$ cat config.mk
export PLATFORM = sky130hd
export DESIGN_NAME = lpm_front
export DESIGN_NICKNAME = d
export VERILOG_FILES = /design/src/design/lpm_pkg.sv /design/src/design/lpm_front.sv
export SDC_FILE = /design/constraint.sdc
export NUM_CORES = 1
export LEC_CHECK = 0
export ABC_AREA = 1
export BUFFER_PORTS_ARGS = -buffer_cell sky130_fd_sc_hd__buf_2
export CAP_MARGIN = 20
export CORE_UTILIZATION = 55
export CTS_CLUSTER_SIZE = 12
export DETAILED_ROUTE_END_ITERATION = 6
export PLACE_DENSITY = 0.83
export SETUP_SLACK_MARGIN = 0.02
export SYNTH_ARGS = -nofsm -noshare
export SYNTH_HDL_FRONTEND = slang
export SYNTH_SLANG_ARGS = --single-unit
$ cat constraint.sdc
create_clock -name clk -period 15.95 [get_ports clk]
set_clock_uncertainty 0.05 [all_clocks]
set_input_delay 1.595 -clock clk [delete_from_list [all_inputs] [get_ports clk]]
set_output_delay 1.595 -clock clk [all_outputs]
set_load 0.005 [all_outputs]
$ cat src/design/lpm_pkg.sv
// Shared types, codes and helper functions for the longest prefix match router.
package lpm_pkg;

    // Command codes
    localparam logic CMD_ADD   = 1'b0;
    localparam logic CMD_ROUTE = 1'b1;

    // Result status codes
    localparam logic [2:0] STS_FORWARDED = 3'd0;
    localparam logic [2:0] STS_NO_ROUTE  = 3'd1;
    localparam logic [2:0] STS_TTL_EXP   = 3'd2;
    localparam logic [2:0] STS_ADDED     = 3'd3;
    localparam logic [2:0] STS_FULL      = 3'd4;

    // Longest legal prefix length
    localparam logic [5:0] MAX_LEN = 6'd32;

    // Depth of the job queue between front and back
    localparam int QDEPTH = 2;

    // Request transaction
    typedef struct packed {
        logic        command;
        logic [31:0] route_prefix_value;
        logic [5:0]  route_length;
        logic        has_gateway;
        logic [31:0] gateway_address;
        logic [2:0]  port_index;
        logic [31:0] destination_address;
        logic [7:0]  hop_limit;
    } lpm_in_t;

    // Response transaction
    typedef struct packed {
        logic [2:0]  status;
        logic [2:0]  out_port;
        logic [31:0] out_next_hop;
        logic [7:0]  out_hop_limit;
    } lpm_out_t;

    // One stored route
    typedef struct packed {
        logic [31:0] prefix;
        logic [5:0]  length;
        logic        has_gateway;
        logic [31:0] gateway;
        logic [2:0]  port;
    } lpm_entry_t;

    // Classified job handed from front to back
    typedef struct packed {
        logic        command;
        lpm_entry_t  route;
        logic [31:0] destination;
        logic [7:0]  ttl;
    } lpm_job_t;

    // Back-end sequencer states
    typedef enum logic [1:0] {
        ST_IDLE,
        ST_SCAN,
        ST_DONE
    } lpm_state_t;

    // Mask with the leading len bits set, len in 0..32
    function automatic logic [31:0] lpm_len_mask(input logic [5:0] len);
        lpm_len_mask = ~(32'hFFFF_FFFF >> len);
    endfunction

endpackage

$ cat src/design/lpm_front.sv
// Front end: accepts requests, normalizes route fields and queues jobs.
module lpm_front
    import lpm_pkg::*;
#(
    parameter int INTERFACES = 8
)
(
    input  logic     clk,
    input  logic     rst_n,
    input  logic     req_valid,
    output logic     req_ready,
    input  lpm_in_t  req,
    output logic     job_valid,
    input  logic     job_pop,
    output lpm_job_t job
);

    localparam int QPTR_W = (QDEPTH > 1) ? $clog2(QDEPTH) : 1;
    localparam int QCNT_W = $clog2(QDEPTH + 1);

    lpm_job_t            q_mem [QDEPTH];
    logic [QPTR_W-1:0]   wr_ptr_reg, wr_ptr_next;
    logic [QPTR_W-1:0]   rd_ptr_reg, rd_ptr_next;
    logic [QCNT_W-1:0]   q_cnt_reg, q_cnt_next;
    lpm_job_t            job_in;
    logic [5:0]          len_clamped;
    logic [2:0]          port_clamped;
    logic                push;
    logic                pop;

    // Clamp length and port, mask the prefix to its length
    always_comb
    begin
        len_clamped  = (req.route_length > MAX_LEN) ? MAX_LEN : req.route_length;
        port_clamped = req.port_index;
        if (int'(req.port_index) >= INTERFACES)
        begin
            port_clamped = 3'(INTERFACES - 1);
        end
        job_in.command           = req.command;
        job_in.route.prefix      = req.route_prefix_value & lpm_len_mask(len_clamped);
        job_in.route.length      = len_clamped;
        job_in.route.has_gateway = req.has_gateway;
        job_in.route.gateway     = req.gateway_address;
        job_in.route.port        = port_clamped;
        job_in.destination       = req.destination_address;
        job_in.ttl               = req.hop_limit;
    end

    // Queue control
    assign req_ready = (q_cnt_reg != QCNT_W'(QDEPTH));
    assign job_valid = (q_cnt_reg != '0);
    assign push      = req_valid && req_ready;
    assign pop       = job_pop && job_valid;
    assign job       = q_mem[rd_ptr_reg];

    always_comb
    begin
        wr_ptr_next = wr_ptr_reg;
        rd_ptr_next = rd_ptr_reg;
        q_cnt_next  = q_cnt_reg;
        if (push)
        begin
            wr_ptr_next = (wr_ptr_reg == QPTR_W'(QDEPTH - 1)) ? '0
                                                              : wr_ptr_reg + QPTR_W'(1);
        end
        if (pop)
        begin
            rd_ptr_next = (rd_ptr_reg == QPTR_W'(QDEPTH - 1)) ? '0
                                                              : rd_ptr_reg + QPTR_W'(1);
        end
        if (push && !pop)
        begin
            q_cnt_next = q_cnt_reg + QCNT_W'(1);
        end
        else if (pop && !push)
        begin
            q_cnt_next = q_cnt_reg - QCNT_W'(1);
        end
    end

    always_ff @(posedge clk or negedge rst_n)
    begin
        if (!rst_n)
        begin
            wr_ptr_reg <= '0;
            rd_ptr_reg <= '0;
            q_cnt_reg  <= '0;
        end
        else
        begin
            wr_ptr_reg <= wr_ptr_next;
            rd_ptr_reg <= rd_ptr_next;
            q_cnt_reg  <= q_cnt_next;
        end
    end

    // Queue storage
    always_ff @(posedge clk)
    begin
        if (push)
        begin
            q_mem[wr_ptr_reg] <= job_in;
        end
    end

endmodule

### After elaboration in Yosys (flattened, before gate mapping)

Memory sizes are Yosys's and may differ from the RTL's.
Cells that the tools add are included.

* register bits after elaboration: 4
* word-level logic and storage cells: 28
* output and inout port bits: 117
* bits in writable memories: 230
* input port bits: 119
* memories: 1

* shift operators: 1
* bitwise operators: 2
* reduce and logical (&&, ||, !) cells: 8
* muxes and demuxes: 7
* order comparisons: 1
* equality and inequality tests: 1
* $add $sub $neg: 4

Memories
* q_mem: depth 2, width 115, read ports 1, clocked after memory_dff 0, wr ports 1, line lpm_front.sv:21 `lpm_job_t q_mem [QDEPTH];`

Operators with widths (count)
* $and 32x32->32: 1
* $not 32->32: 1
* $shr 32x6->32 const A: 1
* $gt 6x6->1 const B: 1
* $mux 6: 1
* $logic_and 1x1->1: 4
* $mux 1: 4
* $mux 2: 2
* $reduce_bool 2->1: 2
* $add 1x1->1 const B: 2
* $add 2x1->2 const B: 1
* $logic_not 1->1: 2
* $ne 2x2->1 const B: 1
* $sub 2x1->2 const B: 1

### Longest topological paths before layout

Gate-level depths: netlist (run 1).

* word-level depth: 6
* gate-level depth with buffers: 8
* mapped depth without buffers: 8

### Least setup slack after synthesis (run 1)

Ideal clock, no wire load.

* path type: input to register
* from: in req_valid
* to: mem q_mem[1][0] (netlist bit), enable pin
* stages on the path: 2
* setup time: 0.591 ns
* required time: 15.309 ns
* arrival time: 6.485 ns
* setup slack: 8.824 ns
* path through: nand2_1 -> nor2_1

* word-level cells in the longest chain between the ends: 3

RTL lines
* from (decl): line lpm_front.sv:10 `input logic req_valid,`
* $logic_and 1x1->1: line lpm_front.sv:53 `assign push = req_valid && req_ready;`
* $mux 1: line lpm_front.sv:101 `if (push)`
* $mux 1 (implied by the code): line lpm_front.sv:103 `q_mem[wr_ptr_reg] <= job_in;`
* to (decl): line lpm_front.sv:21

No other way between the ends.

==> results.py, run 1 <==
metrics = {
    "outcome": {
        "result_of_the_run": "complete, no violations",
    },
    "grt": {
        "number_of_global_route_vias_before_repair": 5554,
        "global_route.usage.total_pct": 21.2,
        "global_route.usage.met1_pct": 26.2,
        "global_route.peak_usage_layer": "met2",
        "global_route.overflow_total": 0,
        "antenna_found_initial": 1,
        "grt_start_max_net_pins": 77,
        "met2_global_route_usage_pct": 37.5,
        "grt.met3_usage_pct": 3.58,
        "grt_first_pass_wirelength_microns": 27000,
    },
    "place": {
        "dp.cells": 1148,
        "detailedPlacementHpwl_microns": 12300,
        "detailed_place.area_sq_um": 10500,
        "io_buffer_count": 235,
        "gp_congestion": 0.875,
        "pre_cts_slack_ns": 12.03,
    },
    "clock_network": {
        "cts_root_buf": "clkbuf_16",
        "clkSlewWorstSetupHoldPaths_ns": 0.06,
        "cts-root-to-sink-buffers": 3,
        "worst_skew_pair.late_latency_ns": 0.49,
        "post_cts_resized": 0,
        "cts-buffers-inserted": 24,
        "cts_num_sinks": 234,
        "cts_tree": "done",
        "cts.repair_timing.setup_buffer_count": 0,
        "quantity_of_hold_fixing_buffers_added_after_cts": 0,
        "h-tree-depth": 1,
    },
    "sta": {
        "post-route-min-period_ns": 4.06,
        "post-route-worst-setup-slack_ns": 11.89,
        "timing.final.crit_share_pct": 25.5,
        "timing.final.hold_violations": 0,
        "final.setup.tns_ns": 0,
        "timing.slew.headroom_pct": 31.5,
        "setup_viol": 0,
        "final_max_slew_viol_count": 0,
        "maxClockFrequency_ghz": 0.246,
        "setup_repair_after_global_routing_missed_its_margin": "no",
        "worstMarginPinSlew_ns": 1.03,
    },
    "finish": {
        "largest_reg_flops": 230,
        "layout-drive-gt1-share_pct": 30.7,
        "postLayoutCellArea_sq_um": 11200,
        "layout.cells.non_filler": 1188,
        "fill_cells": 1078,
        "area_growth_pct": 23.2,
        "layout.cells.most_common_list": "nand2_1 (366), buf_2 (235), edfxtp_1 (230), clkbuf_16 (25), inv_1 (16)",
        "finalNetCount": 1078,
        "layout_commonest_cell": "nand2_1",
    },
    "die": {
        "initial_core_util_pct": 56.9,
        "core_area_sq_um": 16000,
        "boundaryPins": 236,
        "die_width_microns": 131,
        "design.die.area_sq_um": 17100,
        "floorplan.die.height_microns": 131,
        "num_rows": 46,
    },
    "critical_path": {
        "critPathMaxFanout": 76,
        "cp_slowest_cell": "buf_4",
        "cp.required_ns": 14.31,
        "critical_path.cell_chain": "buf_4, nand2_1, nand2_1, buf_2",
        "r2r-end": "q_mem[1][10]",
        "timing.rr.start": "q_cnt_reg[0]",
        "ff2ff_path_depth": 6,
        "cp-start-kind": "flip-flop",
        "timing.critical_path.arrival_ns": 2.42,
        "ff2ff_setup_slack_ns": 13.19,
        "timing.critical_path.to_type": "output port",
        "slowest_delay_ns": 0.72,
        "critical_path.most_common_cell": "nand2_1",
        "cell_family_contributing_the_most_delay_on_the_critical_path": "buffers and inverters",
        "worstPathBufferInverterCount": 2,
        "category_of_the_critical_setup_timing_path": "flip-flop to output port",
    },
    "pwr": {
        "leakage_nw": 4.91,
        "power.density_nw_per_um2": 175,
        "final_power_mw": 1.97,
        "irDropWorstVdd_uv": 97.5,
    },
    "yosys": {
        "synth_top_area_share_pct": 75.9,
        "synth_largest_area_cell": "edfxtp_1",
        "syn_nets": 839,
        "yosys.cell_types.count": 33,
        "synthesized_cell_area_sq_um": 9100,
        "synth.yosys.seq_area_share_pct": 77.0,
        "synthCells": 719,
        "yosys_register_bits": 234,
        "post_synth_main_area_contributors": "edfxtp_1 (76%), nand2_1 (15%), dfrtp_1 (1.1%)",
        "syn-mean-instance-area_sq_um": 12.7,
        "yosys_warnings": 0,
    },
    "routing": {
        "vias_per_instance": 5.06,
        "routed_wire_length_per_instance_microns": 15.7,
        "drc": 0,
        "initial_drc_count": 365,
        "drt-pass1-iter-count": 6,
        "drtAntennaViolNets": 0,
        "route.vias.total": 6015,
        "finalWirelength_microns": 18700,
    },
    "min_path": {
        "hold_worst_path_end": "q_cnt_reg[0]",
        "holdCritPathClass": "flip-flop to flip-flop",
        "hold_path.startpoint": "q_cnt_reg[0]",
        "whs_path_depth": 1,
    },
    "job": {
        "max-cap-violations": 0,
    },
}
area by class of cell:
cell class	instances	area, sq um	share of cell area [%]
clock buffer	33	656	5.85
clock inverter	6	52.6	0.469
tap	216	270	2.41
multi-input combinational	432	1860	16.6
inverter	25	101	0.904
antenna	1	2.50	0.0223
sequential	234	7010	62.5
timing repair buffer	241	1260	11.2
metrics by stage:
stage,hold WS (ns),util [%]
after floorplan,0.396,-
after global routing,0.458,70.1
after CTS,0.428,70.1
final,0.422,70.1
after global placement,0.412,65.3
after detailed placement,0.418,65.6
synthesized netlist by cell type, drive strengths merged:
cell and number:
o211a 1, nor2 21, nor3 1, dfrtp 4, and2 2, nand3 8, nand2 368, o21a 2
clkbuf 8, nor3b 1, o21ai 5, ha 1, xnor2 1, buf 20, a21oi 8, edfxtp 230
inv 25, xor2 2, a21boi 11
worst max-delay path by stage:
| stage | from | end | slack (ns) | cells past startpoint |
|---|---|---|---|---|
| 2_1_floorplan | req_valid | q_mem[1][0] | 8.82 | 2 |
| 3_3_place_gp | req_valid | q_mem[1][65] | 11.77 | 4 |
| 3_5_place_dp | req_valid | q_mem[1][7] | 12.03 | 5 |
| 4_1_cts | rd_ptr_reg | job[76] | 11.91 | 4 |
| 5_1_grt | rd_ptr_reg | job[76] | 11.75 | 4 |
| 6_report | rd_ptr_reg | job[76] | 11.89 | 4 |
where the power goes:
| group | leakage, nW | switching [mW] | internal, mW |
|---|---|---|---|
| Sequential | 2.19 | 0.0473 | 0.844 |
| Combinational | 2.37 | 0.367 | 0.205 |
| Clock | 0.347 | 0.203 | 0.300 |
cell families (layout without fill, tap and decap cells):
logic type      after synthesis  after routing  share of synthesized area (%)
other cells                   0              1                              0
simple gates                401            401                           17.8
compound gates               27             27                           2.06
buf+inv                      53            305                           2.75
flops                       234            234                           77.0
xor+xnor                      3              3                          0.289
fa+ha+maj                     1              1                          0.137
layer usage:
metal	vias up	wire length [microns]
met5	-	0
met4	0	575
met3	45	1350
met2	294	9510
met1	2795	7270
li1	2881	-
No activity file was read; power rests on OpenSTA's default activity.
==> inputs of run 2 (changes only) <==
--- a/config.mk
+++ b/config.mk
@@ -8,10 +8,10 @@
 export ABC_AREA = 1
 export BUFFER_PORTS_ARGS = -buffer_cell sky130_fd_sc_hd__buf_2
 export CAP_MARGIN = 20
-export CORE_UTILIZATION = 55
+export CORE_UTILIZATION = 48
 export CTS_CLUSTER_SIZE = 12
 export DETAILED_ROUTE_END_ITERATION = 6
-export PLACE_DENSITY = 0.83
+export PLACE_DENSITY = 0.76
 export SETUP_SLACK_MARGIN = 0.02
 export SYNTH_ARGS = -nofsm -noshare
 export SYNTH_HDL_FRONTEND = slang
==> constraint.sdc (replaced) <==
create_clock -name clk -period 3.5 [get_ports clk]
set_clock_uncertainty 0.05 [all_clocks]
set_input_delay 0.35 -clock clk [delete_from_list [all_inputs] [get_ports clk]]
set_output_delay 0.35 -clock clk [all_outputs]
set_load 0.005 [all_outputs]
==> results.py, run 2 (synthesized netlist as in run 1, its figures left out) <==
metrics = {
    "finish": {
        "layout.cells.most_common_list": "nand2_1 (366), buf_2 (235), edfxtp_1 (230), dlygate4sd3_1 (78), clkbuf_16 (25)",
        "area_growth_pct": 32.0,
        "layout_commonest_cell": "nand2_1",
        "finish.utilization_pct": 65.7,
        "finalNetCount": 1156,
        "postLayoutCellArea_sq_um": 12000,
        "layout-drive-gt1-share_pct": 28.3,
        "antenna_cells": 0,
        "largest_reg_flops": 230,
        "layout.cells.non_filler": 1277,
    },
    "clock_network": {
        "worst_skew_pair.late_latency_ns": 0.51,
        "h-tree-depth": 1,
        "cts.repair_timing.setup_buffer_count": 0,
        "clkSlewWorstSetupHoldPaths_ns": 0.06,
        "cts_num_sinks": 234,
        "cts-root-to-sink-buffers": 3,
        "cts-buffers-inserted": 25,
        "post_cts_resized": 0,
        "cts_tree": "done",
        "cts_root_buf": "clkbuf_16",
    },
    "pwr": {
        "power.density_nw_per_um2": 763,
        "internal_power_mw": 6.25,
        "seqPwrFrac_pct": 44.8,
        "p_clk_share_pct": 26.2,
        "irDropWorstVdd_uv": 472,
        "comb_power_share_pct": 29.0,
        "final_power_mw": 9.17,
        "power_switching_share_pct": 31.8,
        "total_switching_power_mw": 2.91,
        "leakage_nw": 5.23,
    },
    "sta": {
        "final_max_slew_viol_count": 0,
        "hold-worst-slack_ns": 0.0784,
        "post-route-min-period_ns": 2.99,
        "worstMarginPinSlew_ns": 0.866,
        "setup_repair_after_global_routing_missed_its_margin": "no",
        "timing.slew.headroom_pct": 42.3,
        "maxClockFrequency_ghz": 0.335,
        "timing.final.hold_violations": 0,
        "setup_viol": 0,
        "timing.final.crit_share_pct": 85.4,
    },
    "critical_path": {
        "category_of_the_critical_setup_timing_path": "flip-flop to output port",
        "critical_path.cell_chain": "inv_4, buf_12, nand2_1, nand2_1, buf_2",
        "cp-start-kind": "flip-flop",
        "critPathMaxFanout": 68,
        "setup.worst_path.start": "rd_ptr_reg",
        "slowest_delay_ns": 0.74,
        "cp_slowest_cell": "dfrtp_4",
        "ff2ff_setup_slack_ns": 1.50,
        "ff2ff_path_depth": 5,
        "timing.critical_path.arrival_ns": 2.59,
        "timing.critical_path.to_type": "output port",
        "r2r-end": "q_mem[0][16]",
        "cp.required_ns": 3.10,
        "critical_path.most_common_cell": "nand2_1",
        "timing.rr.start": "q_cnt_reg[0]",
    },
    "place": {
        "detailed_place.area_sq_um": 10500,
        "gp_congestion": 0.847,
        "dp.cells": 1160,
        "detailedPlacementHpwl_microns": 12400,
        "io_buffer_count": 235,
    },
    "grt": {
        "grt_start_max_net_pins": 117,
        "global_route.overflow_total": 0,
        "global_route.usage.total_pct": 21.0,
        "grt_first_pass_wirelength_microns": 31700,
        "antenna_found_initial": 0,
        "number_of_global_route_vias_before_repair": 6095,
    },
    "routing": {
        "drt-pass1-iter-count": 5,
        "vias_per_instance": 4.93,
        "drc": 0,
        "initial_drc_count": 401,
        "drtAntennaViolNets": 0,
        "routed_wire_length_per_instance_microns": 16.5,
        "route.vias.total": 6299,
        "finalWirelength_microns": 21000,
    },
    "outcome": {
        "result_of_the_run": "complete, no violations",
    },
    "die": {
        "num_rows": 49,
        "design.die.area_sq_um": 19500,
        "core_area_sq_um": 18300,
        "floorplan.die.height_microns": 140,
        "die_width_microns": 140,
        "initial_core_util_pct": 49.8,
        "boundaryPins": 236,
    },
    "min_path": {
        "hold_worst_path_end": "q_mem[1][82]",
        "hold_path.startpoint": "req[82]",
        "holdCritPathClass": "primary input to flip-flop",
        "whs_path_depth": 3,
    },
    "job": {
        "max-cap-violations": 0,
    },
}
run 2: routing by layer:
metal	global-route usage [%]	vias up	wire, microns
li1	-	3039	-
met1	26.7	2922	8430
met2	36.4	301	10500
met3	4.58	37	1770
met4	5.73	0	384
met5	0	-	0
run 2: what timing repair did:
action	4_1_cts	5_1_grt
hold buffers	78	0
setup endpoints to repair	0	0
endpoints found under the hold margin	158	0
run 2: stage by stage:
| stage | setup slack, ns | TNS [ns] |
|---|---|---|
| floorplan | -0.597 | -135.59 |
| global placement | 1.03 | 0 |
| detailed placement | 1.02 | 0 |
| CTS | 0.476 | 0 |
| global route | 0.334 | 0 |
| finish | 0.512 | 0 |
run 2: worst max-delay path: cells and delay by family, from the launching register on:
| family | cells | cell delay [ns] |
|---|---|---|
| simple gates | 2 | 0.15 |
| flops | 1 | 0.74 |
| buf+inv | 3 | 1.09 |
run 2: worst max path at each step:
stage                        to  cells past startpoint
global route            job[96]                      5
floorplan           q_mem[1][0]                      4
CTS                     job[90]                      5
detailed placement      job[90]                      5
finish                 job[103]                      5
global placement        job[96]                      5
run 2: area by class of cell:
type | instances | area [sq um]
Clock buffer | 29 | 641
Fill cell | 1320 | 6260
Timing Repair Buffer | 318 | 2020
Clock inverter | 10 | 92.6
Tap cell | 229 | 287
Sequential cell | 234 | 7010
Inverter | 25 | 101
Multi-Input combinational cell | 432 | 1860
run 2: power by group through the flow:
stage / Combinational, mW / Clock [mW] / Sequential [mW]
global route: 2.97 / 2.55 / 4.16
global placement: 2.56 / 0 / 4.14
finish: 2.66 / 2.40 / 4.10
detailed placement: 2.60 / 0 / 4.16
CTS: 2.68 / 2.45 / 4.10
floorplan: 1.50 / 0 / 4.06
